--- config.mk ---
export PLATFORM = sky130hd
export DESIGN_NAME = sorted_key_table
export DESIGN_NICKNAME = d
export VERILOG_FILES = /design/src/hw/rtl/skt_pkg.sv /design/src/hw/rtl/skt_cell.sv /design/src/hw/rtl/sorted_key_table.sv
export SDC_FILE = /design/constraint.sdc
export NUM_CORES = 1
export LEC_CHECK = 0
export ABC_CLOCK_PERIOD_IN_PS = 2800
export BUFFER_PORTS_ARGS = -buffer_cell sky130_fd_sc_hd__buf_4
export CELL_PAD_IN_SITES_DETAIL_PLACEMENT = 1
export CELL_PAD_IN_SITES_GLOBAL_PLACEMENT = 2
export CORE_ASPECT_RATIO = 0.9
export CORE_MARGIN = 5
export CORE_UTILIZATION = 39
export CTS_CLUSTER_DIAMETER = 80
export DETAILED_ROUTE_END_ITERATION = 10
export PLACE_DENSITY_LB_ADDON = 0.1
export SETUP_SLACK_MARGIN = 0.4
export SLEW_MARGIN = 20
export SYNTH_ARGS = -nofsm -noshare
export SYNTH_HDL_FRONTEND = slang
export SYNTH_SLANG_ARGS = --single-unit
--- constraint.sdc ---
create_clock -name clk -period 2.8 [get_ports clk]
set_input_delay 0.84 -clock clk [delete_from_list [all_inputs] [get_ports clk]]
set_output_delay 0.84 -clock clk [all_outputs]
set_load 0.01 [all_outputs]
--- src/hw/rtl/skt_pkg.sv ---
package skt_pkg;

	localparam int KEY_W         = 16;
	localparam int YEAR_W        = 12;
	localparam int STATUS_W      = 3;
	localparam int ENTRY_COUNT_W = 5;

	typedef enum logic [STATUS_W-1:0] {
		ST_INSERTED  = 3'd0,
		ST_DUPLICATE = 3'd1,
		ST_REMOVED   = 3'd2,
		ST_NOT_FOUND = 3'd3,
		ST_FULL      = 3'd4
	} status_t;

	typedef enum logic {
		FUNC_INSERT = 1'b0,
		FUNC_DELETE = 1'b1
	} func_t;

	typedef struct packed {
		logic              valid;
		logic [KEY_W-1:0]  key;
		logic [YEAR_W-1:0] year;
	} entry_t;

	typedef struct packed {
		logic              cmp_en;
		logic              ins_en;
		logic              del_en;
		logic [KEY_W-1:0]  key;
		logic [YEAR_W-1:0] year;
	} cell_ctrl_t;

endpackage

--- src/hw/rtl/skt_cell.sv ---
module skt_cell (
	input  logic                clk,
	input  logic                arst_n,
	input  skt_pkg::cell_ctrl_t ctrl,
	input  skt_pkg::entry_t     left_entry,
	input  logic                left_lt,
	input  skt_pkg::entry_t     right_entry,
	output skt_pkg::entry_t     entry,
	output logic                lt,
	output logic                eq
);

	logic                       valid_q;
	logic [skt_pkg::KEY_W-1:0]  key_q;
	logic [skt_pkg::YEAR_W-1:0] year_q;
	logic                       lt_q;
	logic                       eq_q;
	skt_pkg::entry_t            next_entry;
	logic                       load;

	// entries at or past the command's slot move; the ones below hold
	always_comb begin
		next_entry = '{valid: valid_q, key: key_q, year: year_q};
		load       = 1'b0;
		if (ctrl.ins_en && !lt_q) begin
			load = 1'b1;
			if (left_lt) begin
				next_entry = '{valid: 1'b1, key: ctrl.key, year: ctrl.year};
			end else begin
				next_entry = left_entry;
			end
		end else if (ctrl.del_en && !lt_q) begin
			load       = 1'b1;
			next_entry = right_entry;
		end
	end

	always_ff @(posedge clk or negedge arst_n) begin
		if (!arst_n) begin
			valid_q <= 1'b0;
			lt_q    <= 1'b0;
			eq_q    <= 1'b0;
		end else begin
			if (load) begin
				valid_q <= next_entry.valid;
			end
			if (ctrl.cmp_en) begin
				lt_q <= valid_q && (key_q < ctrl.key);
				eq_q <= valid_q && (key_q == ctrl.key);
			end
		end
	end

	always_ff @(posedge clk) begin
		if (load) begin
			key_q  <= next_entry.key;
			year_q <= next_entry.year;
		end
	end

	assign entry = '{valid: valid_q, key: key_q, year: year_q};
	assign lt    = lt_q;
	assign eq    = eq_q;

endmodule

--- src/hw/rtl/sorted_key_table.sv ---
// Sorted key table: up to CAPACITY entries of key and year held in ascending
// key order in a row of cells. Each transfer is an insert or a delete and
// yields one result with status, entry count, min/max key and empty flag.
// The transfer registers the command; then every cell compares its key in
// parallel, the row shifts by one slot, and the output register is loaded.
// A new item is taken only once the sequencer is back in idle, and then at
// once, even while the previous result still waits in the output register;
// a result that cannot be loaded holds the sequencer in its result state.
module sorted_key_table #(
	parameter int CAPACITY = 16
) (
	input  logic                                 clk,
	input  logic                                 arst_n,
	input  logic                                 in_valid,
	output logic                                 in_ready,
	input  logic                                 func,
	input  logic [skt_pkg::KEY_W-1:0]            key_id,
	input  logic [skt_pkg::YEAR_W-1:0]           year,
	output logic                                 out_valid,
	input  logic                                 out_ready,
	output logic [skt_pkg::STATUS_W-1:0]         status,
	output logic [skt_pkg::ENTRY_COUNT_W-1:0]    entry_count,
	output logic [skt_pkg::KEY_W-1:0]            min_key,
	output logic [skt_pkg::KEY_W-1:0]            max_key,
	output logic                                 is_empty
);

	localparam int CNT_W = $clog2(CAPACITY + 1);

	typedef enum logic [3:0] {
		S_IDLE = 4'b0001,
		S_CMP  = 4'b0010,
		S_UPD  = 4'b0100,
		S_RES  = 4'b1000
	} state_t;

	state_t                     state_q;
	skt_pkg::func_t             func_q;
	logic [skt_pkg::KEY_W-1:0]  key_q;
	logic [skt_pkg::YEAR_W-1:0] year_q;
	logic [CNT_W-1:0]           count_q;
	skt_pkg::status_t           status_q;

	logic                       out_valid_q;
	skt_pkg::status_t           out_status_q;
	logic [CNT_W-1:0]           out_count_q;
	logic [skt_pkg::KEY_W-1:0]  out_min_q;
	logic [skt_pkg::KEY_W-1:0]  out_max_q;

	skt_pkg::cell_ctrl_t        ctrl;
	skt_pkg::entry_t            cell_entry [CAPACITY];
	logic [CAPACITY-1:0]        lt_vec;
	logic [CAPACITY-1:0]        eq_vec;
	logic [CAPACITY-1:0]        valid_vec;
	logic                       hit;
	logic                       full;
	logic                       do_ins;
	logic                       do_del;
	logic [skt_pkg::KEY_W-1:0]  max_sel;
	logic                       in_xfer;
	logic                       res_load;

	assign in_xfer  = in_valid && in_ready;
	assign in_ready = (state_q == S_IDLE);
	assign res_load = (state_q == S_RES) && (!out_valid_q || out_ready);

	assign hit    = |eq_vec;
	assign full   = valid_vec[CAPACITY-1];
	assign do_ins = (state_q == S_UPD) && (func_q == skt_pkg::FUNC_INSERT) && !hit && !full;
	assign do_del = (state_q == S_UPD) && (func_q == skt_pkg::FUNC_DELETE) && hit;

	assign ctrl = '{cmp_en: (state_q == S_CMP), ins_en: do_ins, del_en: do_del,
		key: key_q, year: year_q};

	for (genvar i = 0; i < CAPACITY; i++) begin : g_cell
		skt_pkg::entry_t left_e;
		skt_pkg::entry_t right_e;
		logic            left_l;

		if (i == 0) begin : g_first
			assign left_e = '0;
			assign left_l = 1'b1;
		end else begin : g_mid_l
			assign left_e = cell_entry[i-1];
			assign left_l = lt_vec[i-1];
		end
		if (i == CAPACITY - 1) begin : g_last
			assign right_e = '0;
		end else begin : g_mid_r
			assign right_e = cell_entry[i+1];
		end

		skt_cell u_cell (
			.clk         (clk),
			.arst_n      (arst_n),
			.ctrl        (ctrl),
			.left_entry  (left_e),
			.left_lt     (left_l),
			.right_entry (right_e),
			.entry       (cell_entry[i]),
			.lt          (lt_vec[i]),
			.eq          (eq_vec[i])
		);

		assign valid_vec[i] = cell_entry[i].valid;
	end

	// last valid cell holds the largest key
	always_comb begin
		max_sel = '0;
		for (int i = 0; i < CAPACITY; i++) begin
			if (valid_vec[i] && ((i == CAPACITY - 1) || !valid_vec[(i + 1) % CAPACITY])) begin
				max_sel = max_sel | cell_entry[i].key;
			end
		end
	end

	always_ff @(posedge clk or negedge arst_n) begin
		if (!arst_n) begin
			state_q     <= S_IDLE;
			count_q     <= '0;
			out_valid_q <= 1'b0;
		end else begin
			unique case (state_q)
				S_IDLE: if (in_xfer) state_q <= S_CMP;
				S_CMP:  state_q <= S_UPD;
				S_UPD: begin
					state_q <= S_RES;
					if (do_ins) begin
						count_q <= count_q + CNT_W'(1);
					end else if (do_del) begin
						count_q <= count_q - CNT_W'(1);
					end
				end
				S_RES:  if (res_load) state_q <= S_IDLE;
				default: state_q <= S_IDLE;
			endcase
			if (res_load) begin
				out_valid_q <= 1'b1;
			end else if (out_ready) begin
				out_valid_q <= 1'b0;
			end
		end
	end

	always_ff @(posedge clk) begin
		if (in_xfer) begin
			func_q <= skt_pkg::func_t'(func);
			key_q  <= key_id;
			year_q <= year;
		end
		if (state_q == S_UPD) begin
			priority if (func_q == skt_pkg::FUNC_INSERT) begin
				status_q <= hit ? skt_pkg::ST_DUPLICATE :
					(full ? skt_pkg::ST_FULL : skt_pkg::ST_INSERTED);
			end else begin
				status_q <= hit ? skt_pkg::ST_REMOVED : skt_pkg::ST_NOT_FOUND;
			end
		end
		if (res_load) begin
			out_status_q <= status_q;
			out_count_q  <= count_q;
			out_min_q    <= valid_vec[0] ? cell_entry[0].key : '0;
			out_max_q    <= max_sel;
		end
	end

	assign out_valid   = out_valid_q;
	assign status      = out_status_q;
	assign entry_count = skt_pkg::ENTRY_COUNT_W'(out_count_q);
	assign min_key     = out_min_q;
	assign max_key     = out_max_q;
	assign is_empty    = (out_count_q == '0);

`ifndef SYNTHESIS
	a_count_range: assert property (@(posedge clk) disable iff (!arst_n)
		count_q <= CNT_W'(CAPACITY))
		else $error("entry count beyond capacity");

	a_valid_matches_count: assert property (@(posedge clk) disable iff (!arst_n)
		$countones(valid_vec) == int'(count_q))
		else $error("valid cells disagree with count");

	a_valid_prefix: assert property (@(posedge clk) disable iff (!arst_n)
		((valid_vec + CAPACITY'(1)) & valid_vec) == '0)
		else $error("valid cells not contiguous from slot zero");

	a_result_from_res: assert property (@(posedge clk) disable iff (!arst_n)
		$rose(out_valid_q) |-> $past(state_q == S_RES))
		else $error("result loaded outside result state");

	a_delete_count: assert property (@(posedge clk) disable iff (!arst_n)
		do_del |=> count_q == $past(count_q) - CNT_W'(1))
		else $error("delete did not reduce count");
`endif

endmodule

# == Word level (Yosys, flattened, before mapping) ==
# Cells that the tools add are included.
# Widths: inputs -> output; s select.
# classes
add_sub_neg,2
order_cmp,16
eq_ne,22
muxes,106
bitwise,16
reduce_logical,158
# ops
operator,count
$mux 29,47
$eq 16x16->1,16
$lt 16x16->1,16
$mux 16,16
$or 16x16->16,15
$logic_and 1x1->1,86
$reduce_and 2->1,18
$reduce_bool 2->1,18
$mux 1,35
$logic_not 1->1,33
$pmux 4 s4,1
$reduce_or 16->1,1
$mux 5,2
$mux 3,3
$mux 4,2
$add 5x1->5 const B,1
$logic_not 5->1,1
$sub 5x1->5 const B,1
$eq 4x1->1 const B,1
$eq 4x2->1 const B,1
$eq 4x3->1 const B,1
$eq 4x4->1 const B,1
$ne 2x1->1 const B,1
$ne 2x2->1 const B,1
other kinds (2),2
# totals
register_bits,578
out_inout_bits,43

# == Logic depth before layout (Yosys ltp) ==
# Gate-level depths: netlist of the first run.
# depth
word_depth,33
depth_mapped,10

# == Cells and area by module ==
# A second synthesis of the first run with hierarchy kept.
# hier_totals
hier_cells,3449
area_unflattened_um2,35937.0
# by_module_without_submodules
mod,n_inst,cells_each,area_per_inst_um2,seq_area_each_um2
skt_cell (g_cell[0].u_cell ...),12,193,1968.1,915.9
skt_cell (g_cell[7].u_cell ...),3,191,1965.6,915.9
sorted_key_table,1,370,4444.3,2413.6
skt_cell (g_cell[13].u_cell),1,190,1978.1,915.9

# == Least setup slack after synthesis of the first run ==
# OpenSTA, ideal clock, no wires.
# synth_path
path_type,input port to flip-flop
startpoint,input out_ready
endpoint,"register out_count_q[0] (netlist: entry_count[0]), enable pin"
setup_ps,437
t_arrival_ps,2586
required_time_ps,2363
path_slack_ps,-223
cell_stages,2
path_buffers,0
cell_sequence,nor2b_1 -> nor2_1
# synth_between
elab_chain_len,2
# synth_lines
element,line,text
from (decl),sorted_key_table.sv:20,"input logic out_ready,"
$logic_or 1x1->1,sorted_key_table.sv:65,assign res_load = (state_q == S_RES) && (!out_valid_q || out_ready);
$logic_and 1x1->1,sorted_key_table.sv:65,
via res_load,sorted_key_table.sv:61,logic res_load;
to (signal assigned),sorted_key_table.sv:162,out_count_q <= count_q;
to (decl),sorted_key_table.sv:46,logic [CNT_W-1:0] out_count_q;
# The timed path passes the listed nets, and every way through them passes these cells.
# A chain may end at the register's enable or synchronous reset.

==> impl_metrics.env, run 1 <==
export IMPL_via_count=22300
export IMPL_vias_per_cell=6.42
export IMPL_first_global_vias=21600
export IMPL_start_util_pct=39.4
export IMPL_wire_per_inst_um=33.7
export IMPL_avgSynthCellArea_um2=10.6
export IMPL_syn_nets=2617
export IMPL_r2r_start="g_cell[6].u_cell.eq$_DFFE_PN0P_"
export IMPL_dr_first_iter_drc_count=2565
export IMPL_clk_latency_ns=0.61
export IMPL_timing_fmax_mhz=379
export IMPL_synth_fa_ha_area_share_pct=13.2
export IMPL_fp_dieH_um=249
export IMPL_r2r_end="g_cell[7].u_cell.key_q[4]$_DFFE_PP_"
export IMPL_cts_hold_fix_buffers=0
export IMPL_netlist_instances=2324
export IMPL_irDropWorstVdd_uv=487
export IMPL_globalplace_congestion=0.948
export IMPL_diodes=0
export IMPL_yosys_warnings=0
export IMPL_setup_viol=0
export IMPL_firstDrtPassIters=5
export IMPL_max_slew_margin_pct=33.3
export IMPL_fillCellCount=6609
export IMPL_synth_ff_type="edfxtp_1"
export IMPL_maxSlewViolCount=0
export IMPL_synth_async_reset_ratio_pct=15.5
export IMPL_rsz0062_at_grt="yes"
export IMPL_rows=87
export IMPL_io_pins=76
export IMPL_hold_viol=0
export IMPL_syn_cell_area_um2=24700
export IMPL_dieWidth_um=275
export IMPL_critPathLaunch="g_cell[6].u_cell.eq$_DFFE_PN0P_"
export IMPL_yosysSeqAreaShare_pct=44.3
export IMPL_final_core_util_pct=51.4
export IMPL_layout_common_cells="edfxtp_1 (316), ha_1 (256), mux2i_1 (242)"
export IMPL_critPathCaptureType="flop"
export IMPL_place_port_buffers=63
export IMPL_numCtsBuffers=45
export IMPL_min_period_over_period_pct=94.2
export IMPL_ys_types=63
export IMPL_status="finished clean"
export IMPL_synth_compound_area_share_pct=15.8
export IMPL_clkTransAtPathRegs_ns=0.07
export IMPL_hold_slack_ns=0.395
export IMPL_clock_sinks=374
export IMPL_finalSetupTns_ns=0
export IMPL_drt_total_wl_mm=117
export IMPL_tightest_slew_ns=1.00
export IMPL_ff2ff_setup_slack_ns=0.16
export IMPL_synth_edf_count=316
export IMPL_core_area_um2=62700
export IMPL_overflow=0
export IMPL_arrival_ns=3.07
export IMPL_power_density_nw_per_um2=532
export IMPL_r2r_cells=12
export IMPL_drc=0
export IMPL_synth_top_family_by_area="compound AO/OA/AOI/OAI gates"
export IMPL_htree_levels=2
export IMPL_drtAntennaViolNets=0
export IMPL_p_leak_nw=12.0
export IMPL_maxCapViolations=0
export IMPL_hpwlAfterDp_mm=80.3
export IMPL_crit_fanout=8
export IMPL_cts_root_buf="clkbuf_16"
export IMPL_worstSetupPathType="flop to flop"
export IMPL_crit_required_ns=3.24
export IMPL_antenna_found_initial=0
export IMPL_cts_tree="built"
export IMPL_fin_crit_ns=2.64
export IMPL_hold_path_class="input port to asynchronous set/reset pin"
export IMPL_startpoint_type="flop"
export IMPL_cts_buffer_depth=3
export IMPL_nets=2878
export IMPL_grt_use_total_pct=31.6
export IMPL_yosys_area_share_simple_pct=12.3
export IMPL_final_common_cell="edfxtp_1"
export IMPL_drive_gt1_share_pct=27.1
export IMPL_synth_mux_area_share_pct=10.9
export IMPL_synth_seq_cells=374
export IMPL_synth_xor_area_share_pct=0.177
export IMPL_finClkSkew_ns=0.0307
export IMPL_die_area_um2=68400
export IMPL_grt_max_degree=59
export IMPL_syn_to_final_growth_pct=30.6
export IMPL_grt_pass1_wl_mm=158
## synth_stat cells, drive strengths merged, types with 11 or more instances
master	instances	area share, %
and3	16	0.41
a21oi	261	5.3
clkbuf	101	1.5
o41ai	14	0.56
nor2b	35	0.89
nand3	12	0.24
nor4	15	1.1
nor3	23	0.49
o21ai	121	2.5
buf	51	1.1
o211ai	15	0.46
a22o	53	1.9
a21o	33	1.0
a2111oi	14	0.50
o22ai	11	0.28
dfrtp	57	5.8
and2	19	0.48
nor2	233	3.6
mux2i	243	9.9
edfxtp	316	38
ha	259	13
a221oi	64	2.3
inv	49	0.75
nand2	138	2.1
nand4	78	2.0
mux2	22	1.0
## timing repair
action / in CTS / in global routing
cloned: 28 / 22
pin swaps: 27 / 47
endpoints found under the setup margin: 272 / 528
buffers inserted: 54 / 26
resized for setup: 110 / 361
## layer usage
metal | global-route usage [%] | up-vias | wire, um
li1 | - | 9472 | -
met2 | 46.8 | 1101 | 49500
met4 | 9.56 | 0 | 3760
met1 | 47.2 | 11500 | 53200
met3 | 5.28 | 173 | 10200
met5 | 0 | - | 0
## stage by stage
stage               worst slack (ns)  instance area [um2]  total power, mW  instances
global route                  0.0784                32200             17.8       3466
global placement               0.289                27300             10.5       3253
CTS                            0.159                30400             16.8       3418
finish                         0.162                32200             17.2       3466
floorplan                      0.214                24700             8.93       2324
detailed placement             0.208                27300             10.7       3253
## state kept, by name, summed over array words and instances, names as in the netlist
register,count
status,3
g_cell.u_cell.lt,16
g_cell.u_cell.valid_q,16
g_cell.u_cell.key_q,256
count_q,5
g_cell.u_cell.eq,16
key_q,16
out_valid,1
min_key,16
status_q,3
func_q,1
entry_count,5
max_key,16
state_q,4
## worst max-delay path, stage by stage, from the launching register on
cell and delay, ns:
dfrtp_1 0.40, nor4_2 0.28, buf_4 0.21, nand4_4 0.16, buf_12 0.19, buf_16 0.13, buf_8 0.12, buf_6 0.11
nor4_4 0.28, buf_4 0.22, clkbuf_16 0.21, nor2_4 0.04, a21oi_2 0.11
## power by group
| group | total [mW] | switching [mW] | internal [mW] |
|---|---|---|---|
| sequential | 6.65 | 0.309 | 6.34 |
| clock | 5.75 | 2.53 | 3.21 |
| combinational | 4.76 | 2.93 | 1.83 |
## worst max-delay path by stage
stage	to	slack, ns
finish	g_cell[7].u_cell.key_q[4]$_DFFE_PP_	0.16
global route	g_cell[6].u_cell.key_q[7]$_DFFE_PP_	0.08
CTS	is_empty	0.16
detailed placement	count_q[3]$_DFFE_PN0P_	0.21
global placement	max_key[9]$_DFFE_PP_	0.29
floorplan	g_cell[7].u_cell.valid_q$_DFFE_PN0P_	0.21
## final cells by class
cell class / instances / area (um2) / area share [%]
Multi-Input combinational cell: 1749 / 14100 / 43.7
Clock buffer: 64 / 1260 / 3.91
Sequential cell: 374 / 10900 / 33.9
Timing Repair Buffer: 366 / 4580 / 14.2
Clock inverter: 19 / 114 / 0.353
Inverter: 49 / 203 / 0.629
Tap cell: 845 / 1060 / 3.28
## kinds of logic after synthesis
group / Yosys count
AOI/OAI and AO/OA: 617
xor gates and xnor gates: 5
adders and majority gates: 260
buffers and inverters: 201
DFF: 374
muxes: 265
and+or+nand+nor: 602
No activity file was read; power rests on OpenSTA's default activity.
==> inputs of run 2 (changes only) <==
--- a/config.mk
+++ b/config.mk
@@ -5,16 +5,17 @@
 export SDC_FILE = /design/constraint.sdc
 export NUM_CORES = 1
 export LEC_CHECK = 0
-export ABC_CLOCK_PERIOD_IN_PS = 2800
+export ABC_CLOCK_PERIOD_IN_PS = 3350
 export BUFFER_PORTS_ARGS = -buffer_cell sky130_fd_sc_hd__buf_4
 export CELL_PAD_IN_SITES_DETAIL_PLACEMENT = 1
 export CELL_PAD_IN_SITES_GLOBAL_PLACEMENT = 2
 export CORE_ASPECT_RATIO = 0.9
 export CORE_MARGIN = 5
-export CORE_UTILIZATION = 39
+export CORE_UTILIZATION = 35
 export CTS_CLUSTER_DIAMETER = 80
 export DETAILED_ROUTE_END_ITERATION = 10
 export PLACE_DENSITY_LB_ADDON = 0.1
+export RECOVER_POWER = 100
 export SETUP_SLACK_MARGIN = 0.4
 export SLEW_MARGIN = 20
 export SYNTH_ARGS = -nofsm -noshare
==> constraint.sdc (replaced) <==
create_clock -name clk -period 3.35 [get_ports clk]
set_input_delay 1.005 -clock clk [delete_from_list [all_inputs] [get_ports clk]]
set_output_delay 1.005 -clock clk [all_outputs]
set_load 0.01 [all_outputs]
==> run 2 against run 1 <==
- the run now ends with max-capacitance violations, max-slew violations left
- clock power fell by 5.4%
- die area rose by 11%
- power decreased by 18%
- critical endpoint is now max_key[12]$_DFFE_PP_
==> impl_metrics.env, run 2 (synthesis gave the netlist of run 1 again) <==
export IMPL_cts_tree="built"
export IMPL_place_port_buffers=63
export IMPL_total_power_mw=14.2
export IMPL_htree_levels=2
export IMPL_crit_required_ns=3.73
export IMPL_via_count=20500
export IMPL_post_place_cells=3308
export IMPL_cts_hold_fix_buffers=0
export IMPL_overflow=0
export IMPL_dr_first_iter_drc_count=1609
export IMPL_io_pins=76
export IMPL_grt_max_degree=36
export IMPL_postCtsSetupBuffers=0
export IMPL_layout_common_cells="edfxtp_1 (316), a21oi_1 (261), ha_1 (259)"
export IMPL_fin_crit_ns=3.02
export IMPL_timing_fmax_mhz=331
export IMPL_min_period_over_period_pct=90.2
export IMPL_core_area_um2=70000
export IMPL_grt_use_total_pct=26.8
export IMPL_min_path_cells=0
export IMPL_grt_pass1_wl_mm=151
export IMPL_post_place_ws_ns=0.272
export IMPL_ff2ff_setup_slack_ns=0.33
export IMPL_clk_latency_ns=0.60
export IMPL_critPathLaunch="g_cell[12].u_cell.valid_q$_DFFE_PN0P_"
export IMPL_violations="max-capacitance violations, max-slew violations"
export IMPL_finalSetupTns_ns=0
export IMPL_p_leak_nw=10.3
export IMPL_final_core_util_pct=40.0
export IMPL_place_area_um2=26800
export IMPL_hold_path_class="flop to flop"
export IMPL_switching_share_pct=32.2
export IMPL_drive_gt1_share_pct=10.1
export IMPL_irDropWorstVdd_uv=304
export IMPL_max_slew_margin_pct=-7.52
export IMPL_power_density_nw_per_um2=506
export IMPL_fillCellCount=7777
export IMPL_wire_per_inst_um=30.8
export IMPL_fin_ws_ns=0.327
export IMPL_hold_slack_ns=0.427
export IMPL_arrival_ns=3.41
export IMPL_critPathCaptureType="flop"
export IMPL_cts_root_buf="clkbuf_16"
export IMPL_nets=2710
export IMPL_clkTransAtPathRegs_ns=0.06
export IMPL_rsz0062_at_grt="no"
export IMPL_vias_per_cell=6.05
export IMPL_multi_input_area_um2=12800
export IMPL_crit_fanout=10
export IMPL_design_area_um2=28000
export IMPL_power_internal_mw=9.59
export IMPL_power_switching_mw=4.56
export IMPL_rows=92
export IMPL_power_frac_clock_pct=38.4
export IMPL_fp_dieH_um=262
export IMPL_antenna_found_initial=2
export IMPL_startpoint_type="flop"
export IMPL_drt_total_wl_mm=105
export IMPL_r2r_start="g_cell[12].u_cell.valid_q$_DFFE_PN0P_"
export IMPL_diodes=0
export IMPL_maxSlewViolCount=25
export IMPL_instances_no_fill=3393
export IMPL_setup_viol=0
export IMPL_regArea_um2=10900
export IMPL_final_common_cell="edfxtp_1"
export IMPL_hold_end="status[1]$_DFFE_PP_"
export IMPL_p_comb_share_pct=22.2
export IMPL_start_util_pct=35.3
export IMPL_largest_reg_flops=256
export IMPL_min_from="status_q[1]$_SDFFCE_PP1N_"
export IMPL_syn_to_final_growth_pct=13.3
export IMPL_first_global_vias=20900
export IMPL_finClkSkew_ns=0.0233
export IMPL_die_area_um2=75900
export IMPL_r2r_cells=6
export IMPL_maxCapViolations=1
export IMPL_firstDrtPassIters=5
export IMPL_globalplace_congestion=0.906
export IMPL_drc=0
export IMPL_dieWidth_um=290
export IMPL_drtAntennaViolNets=0
export IMPL_seq_power_share_pct=39.3
export IMPL_clock_sinks=374
export IMPL_status="complete, but fails checks"
export IMPL_largest_register="g_cell.u_cell.key_q"
export IMPL_worstSetupPathType="flop to flop"
export IMPL_cts_buffer_depth=3
export IMPL_numCtsBuffers=47
export IMPL_hold_viol=0
export IMPL_hpwlAfterDp_mm=81.6
export IMPL_r2r_end="max_key[12]$_DFFE_PP_"
export IMPL_tightest_slew_ns=1.61
-- run 2: cell types whose count changed in the layout (fill, tap and decap cells not counted), sizes merged --
cell      before  now
buf          343  100
clkbuf        87  153
clkinv        16   14
bufinv         1    6
clkinvlp       2    6
inv           49   51
-- run 2: final cells by class --
type                       instances  area share [%]
clock buffer                      57            4.62
clock inverter                    28            1.10
inverter                          49           0.657
multi-input combinational       1749            45.7
sequential                       374            39.1
tap                              940            4.20
timing repair buffer             196            4.64
-- run 2: critical path, cell delays in order, from the launching register on --
cell	delay, ns
dfrtp_1	0.55
inv_1	0.11
nor2_1	0.74
clkbuf_1	0.74
a22o_1	0.28
a221oi_1	0.06
nand4_1	0.33
-- run 2: how the worst max path moves through the flow --
stage                                                        to  slack, ns  cells past startpoint
after global placement         g_cell[10].u_cell.lt$_DFFE_PN0P_       0.33                      7
after global routing            g_cell[5].u_cell.lt$_DFFE_PN0P_       0.24                      8
after floorplan           g_cell[13].u_cell.valid_q$_DFFE_PN0P_       0.76                      6
after CTS                 g_cell[12].u_cell.valid_q$_DFFE_PN0P_       0.41                      8
after detailed placement       g_cell[10].u_cell.lt$_DFFE_PN0P_       0.27                      7
final                                     max_key[12]$_DFFE_PP_       0.33                      6
-- run 2: per-layer routing --
layer / vias up / track usage (%) / wire, um / part of all wire (%)
met1: 10600 / 38.6 / 48800 / 47
met2: 651 / 42.6 / 45700 / 44
met4: 0 / 7.87 / 3640 / 3.5
met3: 179 / 3.52 / 6390 / 6.1
met5: - / 0 / 0 / 0
li1: 9103 / - / - / -
-- run 2: power groups by stage --
stage                     logic, mW  clock network [mW]  registers [mW]
after global routing           3.46                5.74            5.58
after CTS                      3.19                5.56            5.57
final                          3.15                5.44            5.57
after detailed placement       3.16                   0            5.66
after global placement         3.02                   0            5.66
after floorplan                1.95                   0            5.50
-- run 2: repair_timing --
action                                 in CTS  in global routing
endpoints found under the hold margin       0                  0
gates resized for setup                     2                  3
setup endpoints to repair                   2                 35
==> inputs of run 3 (changes only) <==
--- a/config.mk
+++ b/config.mk
@@ -11,7 +11,7 @@
 export CELL_PAD_IN_SITES_GLOBAL_PLACEMENT = 2
 export CORE_ASPECT_RATIO = 0.9
 export CORE_MARGIN = 5
-export CORE_UTILIZATION = 35
+export CORE_UTILIZATION = 31
 export CTS_CLUSTER_DIAMETER = 80
 export DETAILED_ROUTE_END_ITERATION = 10
 export PLACE_DENSITY_LB_ADDON = 0.1
==> run 3 against run 2 <==
- critical path type unchanged
- utilization shrank 4.5 points
- non-clock buffer count is 19 higher
- the run still ends with max-capacitance violations, max-slew violations left
- register-to-register slack lost 0.16 ns
- global-route usage shrank 2.5 points
- clock-buffer cell count is 3 higher
- maximum frequency shrank 5.0%
- flip-flop and latch count stayed put
- largest cell class unchanged
- power decreased by 1.6%
- sequential share of layout area decreased by 0.22 points
- critical path depth stayed put
- die area grew 12%
==> impl_metrics.env, run 3 (synthesis gave the netlist of run 1 again) <==
export IMPL_globalplace_congestion=0.891
export IMPL_crit_required_ns=3.83
export IMPL_min_period_over_period_pct=95.0
export IMPL_numCtsBuffers=48
export IMPL_power_internal_mw=9.41
export IMPL_maxCapViolations=1
export IMPL_seq_power_share_pct=39.8
export IMPL_syn_to_final_growth_pct=14.0
export IMPL_regArea_um2=10900
export IMPL_dr_first_iter_drc_count=1677
export IMPL_overflow=0
export IMPL_finalSetupTns_ns=0
export IMPL_final_core_util_pct=35.5
export IMPL_switching_share_pct=32.4
export IMPL_fp_dieH_um=278
export IMPL_max_slew_margin_pct=-60.2
export IMPL_rsz0062_at_grt="yes"
export IMPL_largest_register="g_cell.u_cell.key_q"
export IMPL_fin_crit_ns=3.18
export IMPL_clk_latency_ns=0.60
export IMPL_grt_pass1_wl_mm=153
export IMPL_first_global_vias=20500
export IMPL_setup_viol=0
export IMPL_via_count=20100
export IMPL_fillCellCount=8815
export IMPL_p_leak_nw=10.4
export IMPL_dieWidth_um=307
export IMPL_clock_sinks=374
export IMPL_cts_resized=1
export IMPL_grt_use_total_pct=24.4
export IMPL_hold_slack_ns=0.421
export IMPL_status="complete, but fails checks"
export IMPL_cts_tree="built"
export IMPL_drtAntennaViolNets=0
export IMPL_power_frac_clock_pct=37.1
export IMPL_maxSlewViolCount=29
export IMPL_cts_hold_fix_buffers=0
export IMPL_start_util_pct=31.2
export IMPL_drt_total_wl_mm=107
export IMPL_p_comb_share_pct=23.2
export IMPL_drc=0
export IMPL_postCtsSetupBuffers=0
export IMPL_vias_per_cell=5.72
export IMPL_crit_fanout=12
export IMPL_antenna_found_initial=5
export IMPL_place_port_buffers=63
export IMPL_finClkSkew_ns=0.0198
export IMPL_firstDrtPassIters=5
export IMPL_wire_per_inst_um=30.3
export IMPL_cts_root_buf="clkbuf_16"
export IMPL_hpwlAfterDp_mm=84.6
export IMPL_violations="max-capacitance violations, max-slew violations"
export IMPL_drive_gt1_share_pct=10.2
export IMPL_core_area_um2=79200
export IMPL_r2r_cells=6
export IMPL_multi_input_area_um2=12800
export IMPL_arrival_ns=3.66
export IMPL_htree_levels=2
export IMPL_min_path_cells=0
export IMPL_critPathCaptureType="flop"
export IMPL_final_common_cell="edfxtp_1"
export IMPL_largest_reg_flops=256
export IMPL_power_switching_mw=4.51
export IMPL_irDropWorstVdd_uv=314
export IMPL_clkTransAtPathRegs_ns=0.06
export IMPL_worstSetupPathType="flop to flop"
export IMPL_grt_max_degree=38
export IMPL_hold_path_class="flop to flop"
export IMPL_power_density_nw_per_um2=495
export IMPL_startpoint_type="flop"
export IMPL_hold_viol=0
export IMPL_io_pins=76
export IMPL_layout_common_cells="edfxtp_1 (316), a21oi_1 (261), ha_1 (259)"
export IMPL_tightest_slew_ns=2.40
export IMPL_timing_fmax_mhz=314
export IMPL_nets=2730
export IMPL_cts_buffer_depth=3
export IMPL_die_area_um2=85400
export IMPL_rows=98
run 3: cell count changes in the layout (fill, tap and decap cells not counted), moves of 3 or more:
cell / before / now
clkinv_1: 6 / 13
clkinvlp_4: 6 / 0
bufinv_16: 6 / 3
clkbuf_1: 63 / 73
buf_4: 92 / 103
run 3: final timing paths:
| path | start | slack [ns] | endpoint |
|---|---|---|---|
| max in group asynchronous | arst_n | 0.62 | g_cell[8].u_cell.valid_q$_DFFE_PN0P_ |
| setup reg to reg | key_q[15]$_DFFE_PP_ | 0.17 | g_cell[9].u_cell.lt$_DFFE_PN0P_ |
| min in group asynchronous | arst_n | 1.14 | g_cell[11].u_cell.valid_q$_DFFE_PN0P_ |
| hold / removal | status_q[0]$_DFFE_PN_ | 0.42 | status[0]$_DFFE_PP_ |
| setup / recovery | key_q[15]$_DFFE_PP_ | 0.17 | g_cell[9].u_cell.lt$_DFFE_PN0P_ |
| hold reg to reg | status_q[0]$_DFFE_PN_ | 0.42 | status[0]$_DFFE_PP_ |
run 3: layer usage:
metal  global-route usage, %  vias to the layer above  routed length, um
met5                       0                        -                  0
met4                    7.45                        0               3690
met3                    2.34                      152               4380
met2                    37.9                      536              46900
met1                    35.9                    10300              51800
li1                        -                     9165                  -
run 3: power groups by stage:
stage               Clock (mW)  Sequential, mW  Combinational [mW]
floorplan                    0            5.50                1.95
CTS                       5.32            5.54                3.30
detailed placement           0            5.64                3.27
global route              5.50            5.56                3.55
finish                    5.16            5.54                3.23
global placement             0            5.63                3.14
run 3: area by class of cell:
| type | instances | share of cell area, % |
|---|---|---|
| Antenna cell | 1 | 0.00890 |
| Tap cell | 1050 | 4.67 |
| Clock inverter | 26 | 0.685 |
| Timing Repair Buffer | 215 | 4.92 |
| Multi-Input combinational cell | 1749 | 45.4 |
| Sequential cell | 374 | 38.9 |
| Clock buffer | 60 | 4.72 |
| Inverter | 49 | 0.654 |
run 3: worst max-delay path, cell delays in order (launching register included):
cell and delay (ns):
edfxtp_1 0.40, inv_1 0.50, ha_1 0.29, nand4_1 0.35, a2111oi_0 1.10, a21oi_1 0.10
a32o_1 0.31
run 3: metrics by stage:
step	worst slack, ns	power [mW]	cell area, um2	cells
2_1_floorplan	0.764	7.45	24700	2324
3_3_place_gp	0.308	8.77	27100	3437
3_5_place_dp	0.354	8.90	27100	3437
4_1_cts	0.419	14.2	28700	3523
5_1_grt	0.218	14.6	28100	3523
6_report	0.167	13.9	28100	3524
